$ cat src/rtl/lbrg_pkg.sv
`timescale 1ns / 1ps

package lbrg_pkg;

    localparam int unsigned WORD_W = 32;
    localparam int unsigned HALF_W = 16;
    localparam int unsigned CMD_W  = 2;

    // Generator constants: seed = seed * LCG_MUL + LCG_INC, modulo 2^32.
    localparam logic [WORD_W-1:0] LCG_MUL = 32'd214013;
    localparam logic [WORD_W-1:0] LCG_INC = 32'd2531011;

    localparam logic [CMD_W-1:0] CMD_DRAW_U    = 2'd0;
    localparam logic [CMD_W-1:0] CMD_DRAW_S    = 2'd1;
    localparam logic [CMD_W-1:0] CMD_LOAD_SEED = 2'd2;
    localparam logic [CMD_W-1:0] CMD_NOP       = 2'd3;

    typedef enum logic [2:0] {
        ST_IDLE,
        ST_START,
        ST_MUL_HI,
        ST_ADD_HI,
        ST_MUL_LO,
        ST_ADD_LO,
        ST_TEST,
        ST_FINISH
    } state_t;

    // Commands from the controller to the datapath.
    typedef struct packed {
        logic load_seed;
        logic capture;
        logic clear_draw;
        logic mul;
        logic add_hi;
        logic add_lo;
        logic emit;
    } dp_cmd_t;

    // Status from the datapath to the controller.
    typedef struct packed {
        logic span_zero;
        logic reject;
        logic out_busy;
    } dp_status_t;

endpackage

$ cat src/rtl/lcg_bounded_random_generator.sv
`timescale 1ns / 1ps

// Bounded random number generator on a 32-bit linear congruential seed
// (seed * 214013 + 2531011). Command 0 returns a word in range_min..range_max
// (span taken modulo 2^32), command 1 a signed word between 0 and range_max,
// command 2 loads the seed and returns nothing, command 3 does nothing. Draws
// above the span are rejected and drawn again. Each generator step goes through
// the constant multiplier and then the adder, and a 32-bit draw needs two steps
// plus a compare. A range request stalls the input through all of its draw
// attempts (under two on average) until its result is taken into the output
// register; an empty span skips the attempts. Seed loads and no-ops do not
// stall the input. The result waits in an output register, so the next word
// can be accepted while it is still stalled.
module lcg_bounded_random_generator (
    input  logic                        clk,
    input  logic                        rst_n,
    input  logic                        in_valid,
    output logic                        in_stall,
    input  logic [lbrg_pkg::CMD_W-1:0]  command,
    input  logic [lbrg_pkg::WORD_W-1:0] range_min,
    input  logic [lbrg_pkg::WORD_W-1:0] range_max,
    input  logic [lbrg_pkg::WORD_W-1:0] seed_value,
    output logic                        out_valid,
    input  logic                        out_stall,
    output logic [lbrg_pkg::WORD_W-1:0] random_value
);
    import lbrg_pkg::*;

    dp_cmd_t    dp_cmd;
    dp_status_t dp_status;

    lbrg_ctrl u_ctrl (
        .clk      (clk),
        .rst_n    (rst_n),
        .in_valid (in_valid),
        .in_stall (in_stall),
        .command  (command),
        .status   (dp_status),
        .cmd      (dp_cmd)
    );

    lbrg_dp u_dp (
        .clk          (clk),
        .rst_n        (rst_n),
        .cmd          (dp_cmd),
        .status       (dp_status),
        .command      (command),
        .range_min    (range_min),
        .range_max    (range_max),
        .seed_value   (seed_value),
        .out_valid    (out_valid),
        .out_stall    (out_stall),
        .random_value (random_value)
    );

endmodule

$ cat src/rtl/lbrg_ctrl.sv
`timescale 1ns / 1ps

module lbrg_ctrl (
    input  logic                      clk,
    input  logic                      rst_n,
    input  logic                      in_valid,
    output logic                      in_stall,
    input  logic [lbrg_pkg::CMD_W-1:0] command,
    input  lbrg_pkg::dp_status_t      status,
    output lbrg_pkg::dp_cmd_t         cmd
);
    import lbrg_pkg::*;

    state_t state_reg;
    state_t state_next;
    logic   accept;

    assign in_stall = (state_reg != ST_IDLE);
    assign accept   = in_valid && !in_stall;

    always_ff @(posedge clk or negedge rst_n)
    begin
        if (!rst_n)
        begin
            state_reg <= ST_IDLE;
        end
        else
        begin
            state_reg <= state_next;
        end
    end

    always_comb
    begin
        state_next = state_reg;
        unique case (state_reg)
            ST_IDLE:
            begin
                if (accept && (command == CMD_DRAW_U || command == CMD_DRAW_S))
                begin
                    state_next = ST_START;
                end
            end
            ST_START:
            begin
                state_next = status.span_zero ? ST_FINISH : ST_MUL_HI;
            end
            ST_MUL_HI: state_next = ST_ADD_HI;
            ST_ADD_HI: state_next = ST_MUL_LO;
            ST_MUL_LO: state_next = ST_ADD_LO;
            ST_ADD_LO: state_next = ST_TEST;
            ST_TEST:
            begin
                state_next = status.reject ? ST_MUL_HI : ST_FINISH;
            end
            ST_FINISH:
            begin
                if (!status.out_busy)
                begin
                    state_next = ST_IDLE;
                end
            end
            default: state_next = ST_IDLE;
        endcase
    end

    always_comb
    begin
        cmd = '0;
        unique case (state_reg)
            ST_IDLE:
            begin
                cmd.load_seed = accept && (command == CMD_LOAD_SEED);
                cmd.capture   = accept && (command == CMD_DRAW_U || command == CMD_DRAW_S);
            end
            ST_START:  cmd.clear_draw = status.span_zero;
            ST_MUL_HI: cmd.mul        = 1'b1;
            ST_ADD_HI: cmd.add_hi     = 1'b1;
            ST_MUL_LO: cmd.mul        = 1'b1;
            ST_ADD_LO: cmd.add_lo     = 1'b1;
            ST_TEST:   cmd            = '0;
            ST_FINISH: cmd.emit       = !status.out_busy;
            default:   cmd            = '0;
        endcase
    end

endmodule

$ cat src/rtl/lbrg_dp.sv
`timescale 1ns / 1ps

module lbrg_dp (
    input  logic                        clk,
    input  logic                        rst_n,
    input  lbrg_pkg::dp_cmd_t           cmd,
    output lbrg_pkg::dp_status_t        status,
    input  logic [lbrg_pkg::CMD_W-1:0]  command,
    input  logic [lbrg_pkg::WORD_W-1:0] range_min,
    input  logic [lbrg_pkg::WORD_W-1:0] range_max,
    input  logic [lbrg_pkg::WORD_W-1:0] seed_value,
    output logic                        out_valid,
    input  logic                        out_stall,
    output logic [lbrg_pkg::WORD_W-1:0] random_value
);
    import lbrg_pkg::*;

    logic [WORD_W-1:0] seed_reg;
    logic [WORD_W-1:0] seed_next;
    logic [WORD_W-1:0] prod_reg;
    logic [WORD_W-1:0] span_reg;
    logic [WORD_W-1:0] span_next;
    logic [WORD_W-1:0] base_reg;
    logic              neg_reg;
    logic [HALF_W-1:0] hi_reg;
    logic [WORD_W-1:0] draw_reg;
    logic [WORD_W-1:0] mask;
    logic [WORD_W-1:0] result_reg;
    logic [WORD_W-1:0] result_next;
    logic              out_valid_reg;

    // Smallest all-ones mask that covers the span.
    always_comb
    begin
        mask = span_reg;
        mask = mask | (mask >> 1);
        mask = mask | (mask >> 2);
        mask = mask | (mask >> 4);
        mask = mask | (mask >> 8);
        mask = mask | (mask >> 16);
    end

    assign seed_next = prod_reg + LCG_INC;

    always_comb
    begin
        if (command == CMD_DRAW_S)
        begin
            span_next = range_max[WORD_W-1] ? (WORD_W'(0) - range_max) : range_max;
        end
        else
        begin
            span_next = range_max - range_min;
        end
    end

    assign result_next = neg_reg ? (WORD_W'(0) - draw_reg) : (draw_reg + base_reg);

    always_ff @(posedge clk or negedge rst_n)
    begin
        if (!rst_n)
        begin
            seed_reg <= '0;
        end
        else if (cmd.load_seed)
        begin
            seed_reg <= seed_value;
        end
        else if (cmd.add_hi || cmd.add_lo)
        begin
            seed_reg <= seed_next;
        end
    end

    always_ff @(posedge clk)
    begin
        if (cmd.mul)
        begin
            prod_reg <= seed_reg * LCG_MUL;
        end
        if (cmd.capture)
        begin
            span_reg <= span_next;
            base_reg <= (command == CMD_DRAW_S) ? '0 : range_min;
            neg_reg  <= (command == CMD_DRAW_S) && range_max[WORD_W-1];
        end
        if (cmd.add_hi)
        begin
            hi_reg <= seed_next[WORD_W-1:HALF_W];
        end
        if (cmd.clear_draw)
        begin
            draw_reg <= '0;
        end
        else if (cmd.add_lo)
        begin
            draw_reg <= {hi_reg, seed_next[WORD_W-1:HALF_W]} & mask;
        end
        if (cmd.emit)
        begin
            result_reg <= result_next;
        end
    end

    always_ff @(posedge clk or negedge rst_n)
    begin
        if (!rst_n)
        begin
            out_valid_reg <= 1'b0;
        end
        else if (cmd.emit)
        begin
            out_valid_reg <= 1'b1;
        end
        else if (!out_stall)
        begin
            out_valid_reg <= 1'b0;
        end
    end

    assign status.span_zero = (span_reg == '0);
    assign status.reject    = (draw_reg > span_reg);
    assign status.out_busy  = out_valid_reg && out_stall;

    assign out_valid    = out_valid_reg;
    assign random_value = result_reg;

endmodule
$ cat config.mk
export PLATFORM = sky130hd
export DESIGN_NAME = lcg_bounded_random_generator
export DESIGN_NICKNAME = d
export VERILOG_FILES = /design/src/rtl/lbrg_pkg.sv /design/src/rtl/lcg_bounded_random_generator.sv /design/src/rtl/lbrg_ctrl.sv /design/src/rtl/lbrg_dp.sv
export SDC_FILE = /design/constraint.sdc
export NUM_CORES = 1
export LEC_CHECK = 0
export ABC_AREA = 1
export ABC_CLOCK_PERIOD_IN_PS = 6050
export BUFFER_PORTS_ARGS = -buffer_cell sky130_fd_sc_hd__buf_2
export CAP_MARGIN = 10
export CORE_UTILIZATION = 50
export CTS_CLUSTER_SIZE = 16
export DETAILED_ROUTE_END_ITERATION = 6
export PLACE_DENSITY = 0.73
export REMOVE_ABC_BUFFERS = 1
export SYNTH_ARGS = -nofsm -noshare
export SYNTH_HDL_FRONTEND = slang
export SYNTH_SLANG_ARGS = --single-unit
export TNS_END_PERCENT = 100
$ cat constraint.sdc
create_clock -name clk -period 6.05 [get_ports clk]
set_input_delay 0.605 -clock clk [delete_from_list [all_inputs] [get_ports clk]]
set_output_delay 0.605 -clock clk [all_outputs]
set_load 0.1 [all_outputs]
==> results of run 1 <==
per-layer routing:
layer / vias to the layer above / wire [um] / global-route usage, %
li1: 10200 / - / -
met1: 10400 / 36600 / 50.6
met2: 992 / 31900 / 47.4
met3: 130 / 7380 / 5.47
met4: 0 / 2010 / 8.51
met5: - / 0 / 0
Yosys cell counts (8+ instances only):
master | instances | area share (%)
nand4_1 | 53 | 1.4
o22ai_1 | 14 | 0.37
dfxtp_1 | 32 | 2.7
xnor2_1 | 28 | 1.0
or2_2 | 8 | 0.21
and2_1 | 8 | 0.21
a21o_1 | 10 | 0.32
clkbuf_1 | 19 | 0.30
nor2_2 | 19 | 0.50
fa_1 | 188 | 16
edfxtp_1 | 145 | 18
a21oi_1 | 193 | 4.1
o21bai_1 | 11 | 0.35
ha_1 | 225 | 12
dfrtp_1 | 36 | 3.8
buf_2 | 11 | 0.23
xor2_1 | 54 | 2.0
nor3_1 | 36 | 0.76
nand2_1 | 596 | 9.4
o21ai_0 | 147 | 3.1
o21a_1 | 10 | 0.32
nand2_2 | 12 | 0.32
nor4_1 | 16 | 0.42
nand3b_1 | 29 | 0.92
o211ai_1 | 9 | 0.28
inv_1 | 565 | 8.9
nor2_1 | 252 | 4.0
nand3_1 | 202 | 4.3
o21ai_1 | 18 | 0.38
worst max-delay path: cells and delay by family, from the launching register on:
family / cells / cell delay (ns)
XOR/XNOR: 1 / 0.17
adder cells (fa/ha/maj): 7 / 3.31
buffers and inverters: 5 / 0.30
flip-flops: 1 / 0.58
AND/OR/NAND/NOR: 7 / 1.15
area by class of cell:
class / instances / area, um^2 / share of cell area [%]
flip-flops and latches: 213 / 5900 / 22.7
well taps: 607 / 759 / 2.92
diodes: 1 / 2.50 / 0.00963
clock buffers: 28 / 679 / 2.61
clock inverters: 21 / 218 / 0.837
inverters: 575 / 2160 / 8.31
repair buffers: 148 / 773 / 2.97
multi-input cells: 2209 / 15500 / 59.6
stage by stage:
step                      worst slack (ns)  instance area [um^2]
after detailed placement             0.409                 25100
final                                0.340                 26000
after global routing               0.00702                 26000
after global placement               0.313                 25100
after CTS                            0.403                 26000
after floorplan                       1.14                 23500
cell families after synthesis:
family | Yosys count | synth area share, %
buffers and inverters | 611 | 9.84
adders and majority gates | 413 | 27.7
AOI/OAI and AO/OA | 444 | 10.3
and+or+nand+nor | 1267 | 24.0
xor gates and xnor gates | 85 | 3.24
DFF | 213 | 24.9
path summary, 6_finish.rpt:
path                                      to  slack, ns  cells past startpoint
setup / recovery           u_dp.prod_reg[26]       0.34                     20
hold / removal              u_dp.seed_reg[9]       0.17                      1
setup reg to reg           u_dp.prod_reg[26]       0.34                     20
hold reg to reg            u_dp.seed_reg[30]       0.51                      2
max in group asynchronous  u_dp.seed_reg[14]       5.23                      1
min in group clk           u_dp.seed_reg[29]       0.25                      3
==> key figures, run 1 <==
Clocking
  – CTS max path bufs: 3
  – CTS Buf Count: 27
  – CTS tree: built
  – H-tree depth: 1
  – Clk_lat worst skew: between 0.5 and 0.6 ns
  – Clk sinks: 213
  – Post_cts resized: 0
  – Hold buffer count at CTS: 0
  – Reg clk slew, reported paths: 0.06 ns
  – Root buf cell: clkbuf_16
  – # Post-CTS Setup Buffers: 0

Logic synthesis
  – Post-synth EDFFs: between 100 and 150
  – Mean Syn Cell Area: around 7.8 um^2
  – Ys async rst share: roughly 17%
  – Synthesized area: about 24,000 um^2
  – Cell variety after synth: 64
  – Synth Instances: just over 3k
  – Sequential area share after synthesis: between 20 and 25%
  – Main flop type after synthesis: edfxtp_1
  – Synth Warn #: 0
  – Synth Register Bits: approximately 210

Finish
  – Core Util, Final: about 56%
  – Non-Filler Instances: 3,802
  – Commonest non-fill, non-tap cell in the layout: nand2_1
  – Layout Nets: around 3.7k
  – Commonest cells after routing, fill and taps aside: nand2_1, inv_1, nor2_1
  – Fillers: between 4k and 5k
  – Share of cells above drive strength 1: under 10%
  – Synth-to-Final Area Change: 9.65%

Global route
  – Grt ovf: 0
  – Total GRT Usage: 32.9%
  – First-pass GRT wire length: 120,000 um
  – Largest net degree at the start of global routing: 67
  – Initial antenna violation count: 1
  – Number of global-route vias before repair: 20.8k

Run
  – Max cap viols: 0

Status
  – Status: finished with violations
  – Failing checks: DRC

Timing
  – Final hold vios: 0
  – Setup violators final: 0
  – Hold WS: about 0.17 ns
  – RSZ-0062 raised after global routing: no
  – Final min period: 5.71 ns
  – Highest clock rate: 175 MHz
  – Final Max Tran Viols: 0
  – Clock skew: 0.0214 ns
  – Worst Max-Slew Pin Slew: just under 1 ns
  – Final period util: between 90 and 100%
  – Worst relative slew slack: around a third
  – TNS Setup: 0 ns

Drt
  – DR WL/cell: ~20 um
  – Vias: approximately 22k
  – Vias per inst: roughly 5.7
  – DRT Wirelength: 77,900 um
  – Initial DRC count: 2,321
  – Final ANT Viol Nets: 0
  – Pre-antenna DRT Iters: 7
  – DRC viols: 18

Placed design
  – Dpl cells: ~3.8k
  – Post-DP HPWL: approximately 65,000 um
  – PortBufs: about 140
  – Placer Congestion: 1.03

Critical path
  – CP Launch Type: register
  – Setup CP Type: reg2reg
  – CP peak stage delay: 0.69 ns
  – Critical Path Sink Type: register
  – CP max FO: 9
  – Slowest library cell on the worst path: fa_1
  – Worst EP required: 6.47 ns
  – Data arrival, critical path: around 6.1 ns
  – CP Launch Point: u_dp.seed_reg[15]
  – Origin of the critical flop-to-flop path: u_dp.seed_reg[15]
  – Crit-path cells: fa_1 > inv_1 > fa_1 > inv_1 > ha_1 > fa_1 > fa_1 > inv_1 > fa_1 > inv_1 > ha_1 > nand2_1 > nor2_1 > inv_1 > nor2_1 > nand4_1 > nand3_1 > nand3_1 > nand2_1 > xor2_1

Floorplan
  – I/O pins: about 140
  – Rows: 79
  – Chip height: approximately 220 um
  – Die ar.: about 48,000 um^2
  – Die W: 220 um
  – Initial Util: roughly half
  – Core area: around 47,000 um^2

Min path
  – Hold crit path type: in2async
Power of run 1 is not shown: default switching activity piles up to over one toggle a cycle in this logic, so the estimate is an artifact.
==> inputs of run 2 (changes only) <==
RECOVER_POWER = 50   (was unset)
==> run 2 against run 1 <==
  * The flow finishes with violations (DRC, capacitance limit, slew limit)
  * Clock-buffer cell count unchanged
  * Final area shrank 0.48%
  * Register-to-register slack hardly changed
  * Flip-flop and latch count stayed put
  * Sequential share of layout area grew 0.11 points
  * Critical endpoint unchanged
  * Largest cell class unchanged
  * Cell count did not move
==> key figures, run 2 (synthesis results as in run 1) <==
Placed design
  – Placer Congestion: 1.03
  – PortBufs: roughly 140
  – Area after DPL: 25,100 um^2
  – Post-DP HPWL: 65,200 um

Timing
  – Clock skew: ~0.025 ns
  – Final Max Tran Viols: between 200 and 250
  – Highest clock rate: 175 MHz
  – Final period util: ~94%
  – TNS Setup: 0 ns
  – Setup violators final: 0
  – Final hold vios: 0
  – RSZ-0062 raised after global routing: no
  – Worst Max-Slew Pin Slew: 3.20 ns
  – Worst relative slew slack: -113%
  – Final min period: 5.70 ns

Floorplan
  – Initial Util: approximately half
  – Die ar.: around 48,000 um^2
  – Core area: 46,700 um^2
  – Rows: between 70 and 80
  – Die W: ~220 um
  – I/O pins: approximately 140
  – Chip height: about 220 um

Drt
  – DRT Wirelength: 78,000 um
  – DR WL/cell: 20.5 um
  – Pre-antenna DRT Iters: 7
  – Vias: approximately 22k
  – Vias per inst: 5.67
  – DRC viols: 19
  – Initial DRC count: roughly 2.4k
  – Final ANT Viol Nets: 0

Finish
  – Layout Nets: approximately 3.7k
  – Synth-to-Final Area Change: 9.13%
  – Core Util, Final: between 50% and 60%
  – Commonest non-fill, non-tap cell in the layout: nand2_1
  – Commonest cells after routing, fill and taps aside: nand2_1, inv_1, nor2_1
  – Share of cells above drive strength 1: 7.14%
  – Final instance area: 25,900 um^2

Clocking
  – H-tree depth: 1
  – Reg clk slew, reported paths: 0.06 ns
  – Clk_lat worst skew: about 0.59 ns
  – CTS max path bufs: 3
  – Clk sinks: about 210
  – Hold buffer count at CTS: 0
  – # Post-CTS Setup Buffers: 0
  – Post_cts resized: 0
  – CTS Buf Count: 27
  – Root buf cell: clkbuf_16
  – CTS tree: built

Critical path
  – Kind of cell adding the most delay to the critical path: adder cells
  – Buf+Inv Stages, Crit Path: 5
  – Setup CP Type: reg2reg
  – Data arrival, critical path: roughly 6 ns
  – Worst EP required: between 6 and 7 ns
  – CP Launch Type: register
  – CP max FO: 9
  – Slowest library cell on the worst path: fa_1
  – CP peak stage delay: between 0.6 and 0.7 ns
  – Origin of the critical flop-to-flop path: u_dp.seed_reg[15]
  – Critical Path Sink Type: register
  – Crit-path cells: fa_1 > inv_1 > fa_1 > inv_1 > ha_1 > fa_1 > fa_1 > inv_1 > fa_1 > inv_1 > ha_1 > nand2_1 > nor2_1 > inv_1 > nor2_1 > nand4_1 > nand3_1 > nand3_1 > nand2_1 > xor2_1
  – CP Launch Point: u_dp.seed_reg[15]

Global route
  – First-pass GRT wire length: 120,000 um
  – Largest net degree at the start of global routing: 67
  – Total GRT Usage: 32.9%
  – Number of global-route vias before repair: ~21k
  – Initial antenna violation count: 1
  – Grt ovf: 0

Min path
  – Worst Hold Launch: seed_value[29]
  – Hold crit path type: in2reg

Run
  – Max cap viols: 7

Status
  – Status: finished with violations
  – Failing checks: DRC, capacitance limit, slew limit
## run 2: cell count changes in the layout (fill, tap and decap cells not counted), moves of 3 or more
cell and delta:
clkbuf_1 +41, and2_0 +3, buf_4 -6, buf_2 -35, nor2_2 -3, nor2_1 +4
## run 2: worst min-delay path: stages
cell and delay [ns]:
buf_2 0.08, nand2_1 0.05, nand3_1 0.07
## run 2: worst paths after layout
path / slack (ns) / depth (start not counted) / endpoint
max: 0.35 / 20 / u_dp.prod_reg[26]
min: 0.25 / 3 / u_dp.seed_reg[29]
max reg2reg: 0.35 / 20 / u_dp.prod_reg[26]
min reg2reg: 0.51 / 2 / u_dp.seed_reg[30]
max in group asynchronous: 3.90 / 1 / u_dp.seed_reg[14]
min in group asynchronous: 0.70 / 1 / u_dp.seed_reg[15]
## run 2: final cells by class
type                    count  area [um^2]
fillers                  4460        20800
multi-input cells        2209        15400
flip-flops and latches    213         5900
inverters                 575         2160
well taps                 607          759
repair buffers            148          707
clock buffers              28          679
clock inverters            21          218
diodes                      1         2.50
## run 2: stage by stage
step           hold WS (ns)  std cells  worst slack [ns]
6_report              0.249       3802             0.348
5_1_grt               0.252       3802           0.00702
4_1_cts               0.176       3801             0.403
3_5_place_dp          0.501       3752             0.409
3_3_place_gp          0.503       3752             0.313
2_1_floorplan         0.309       2997              1.14
## run 2: routing by layer
metal  part of all wire, %  up-vias  global-route usage, %
met5                     0        -                      0
met4                   2.4        0                   8.51
met3                   9.5      118                   5.47
met2                    41      974                   47.4
met1                    47    10300                   50.6
li1                      -    10200                      -
Power of run 2 is left out for the same reason.
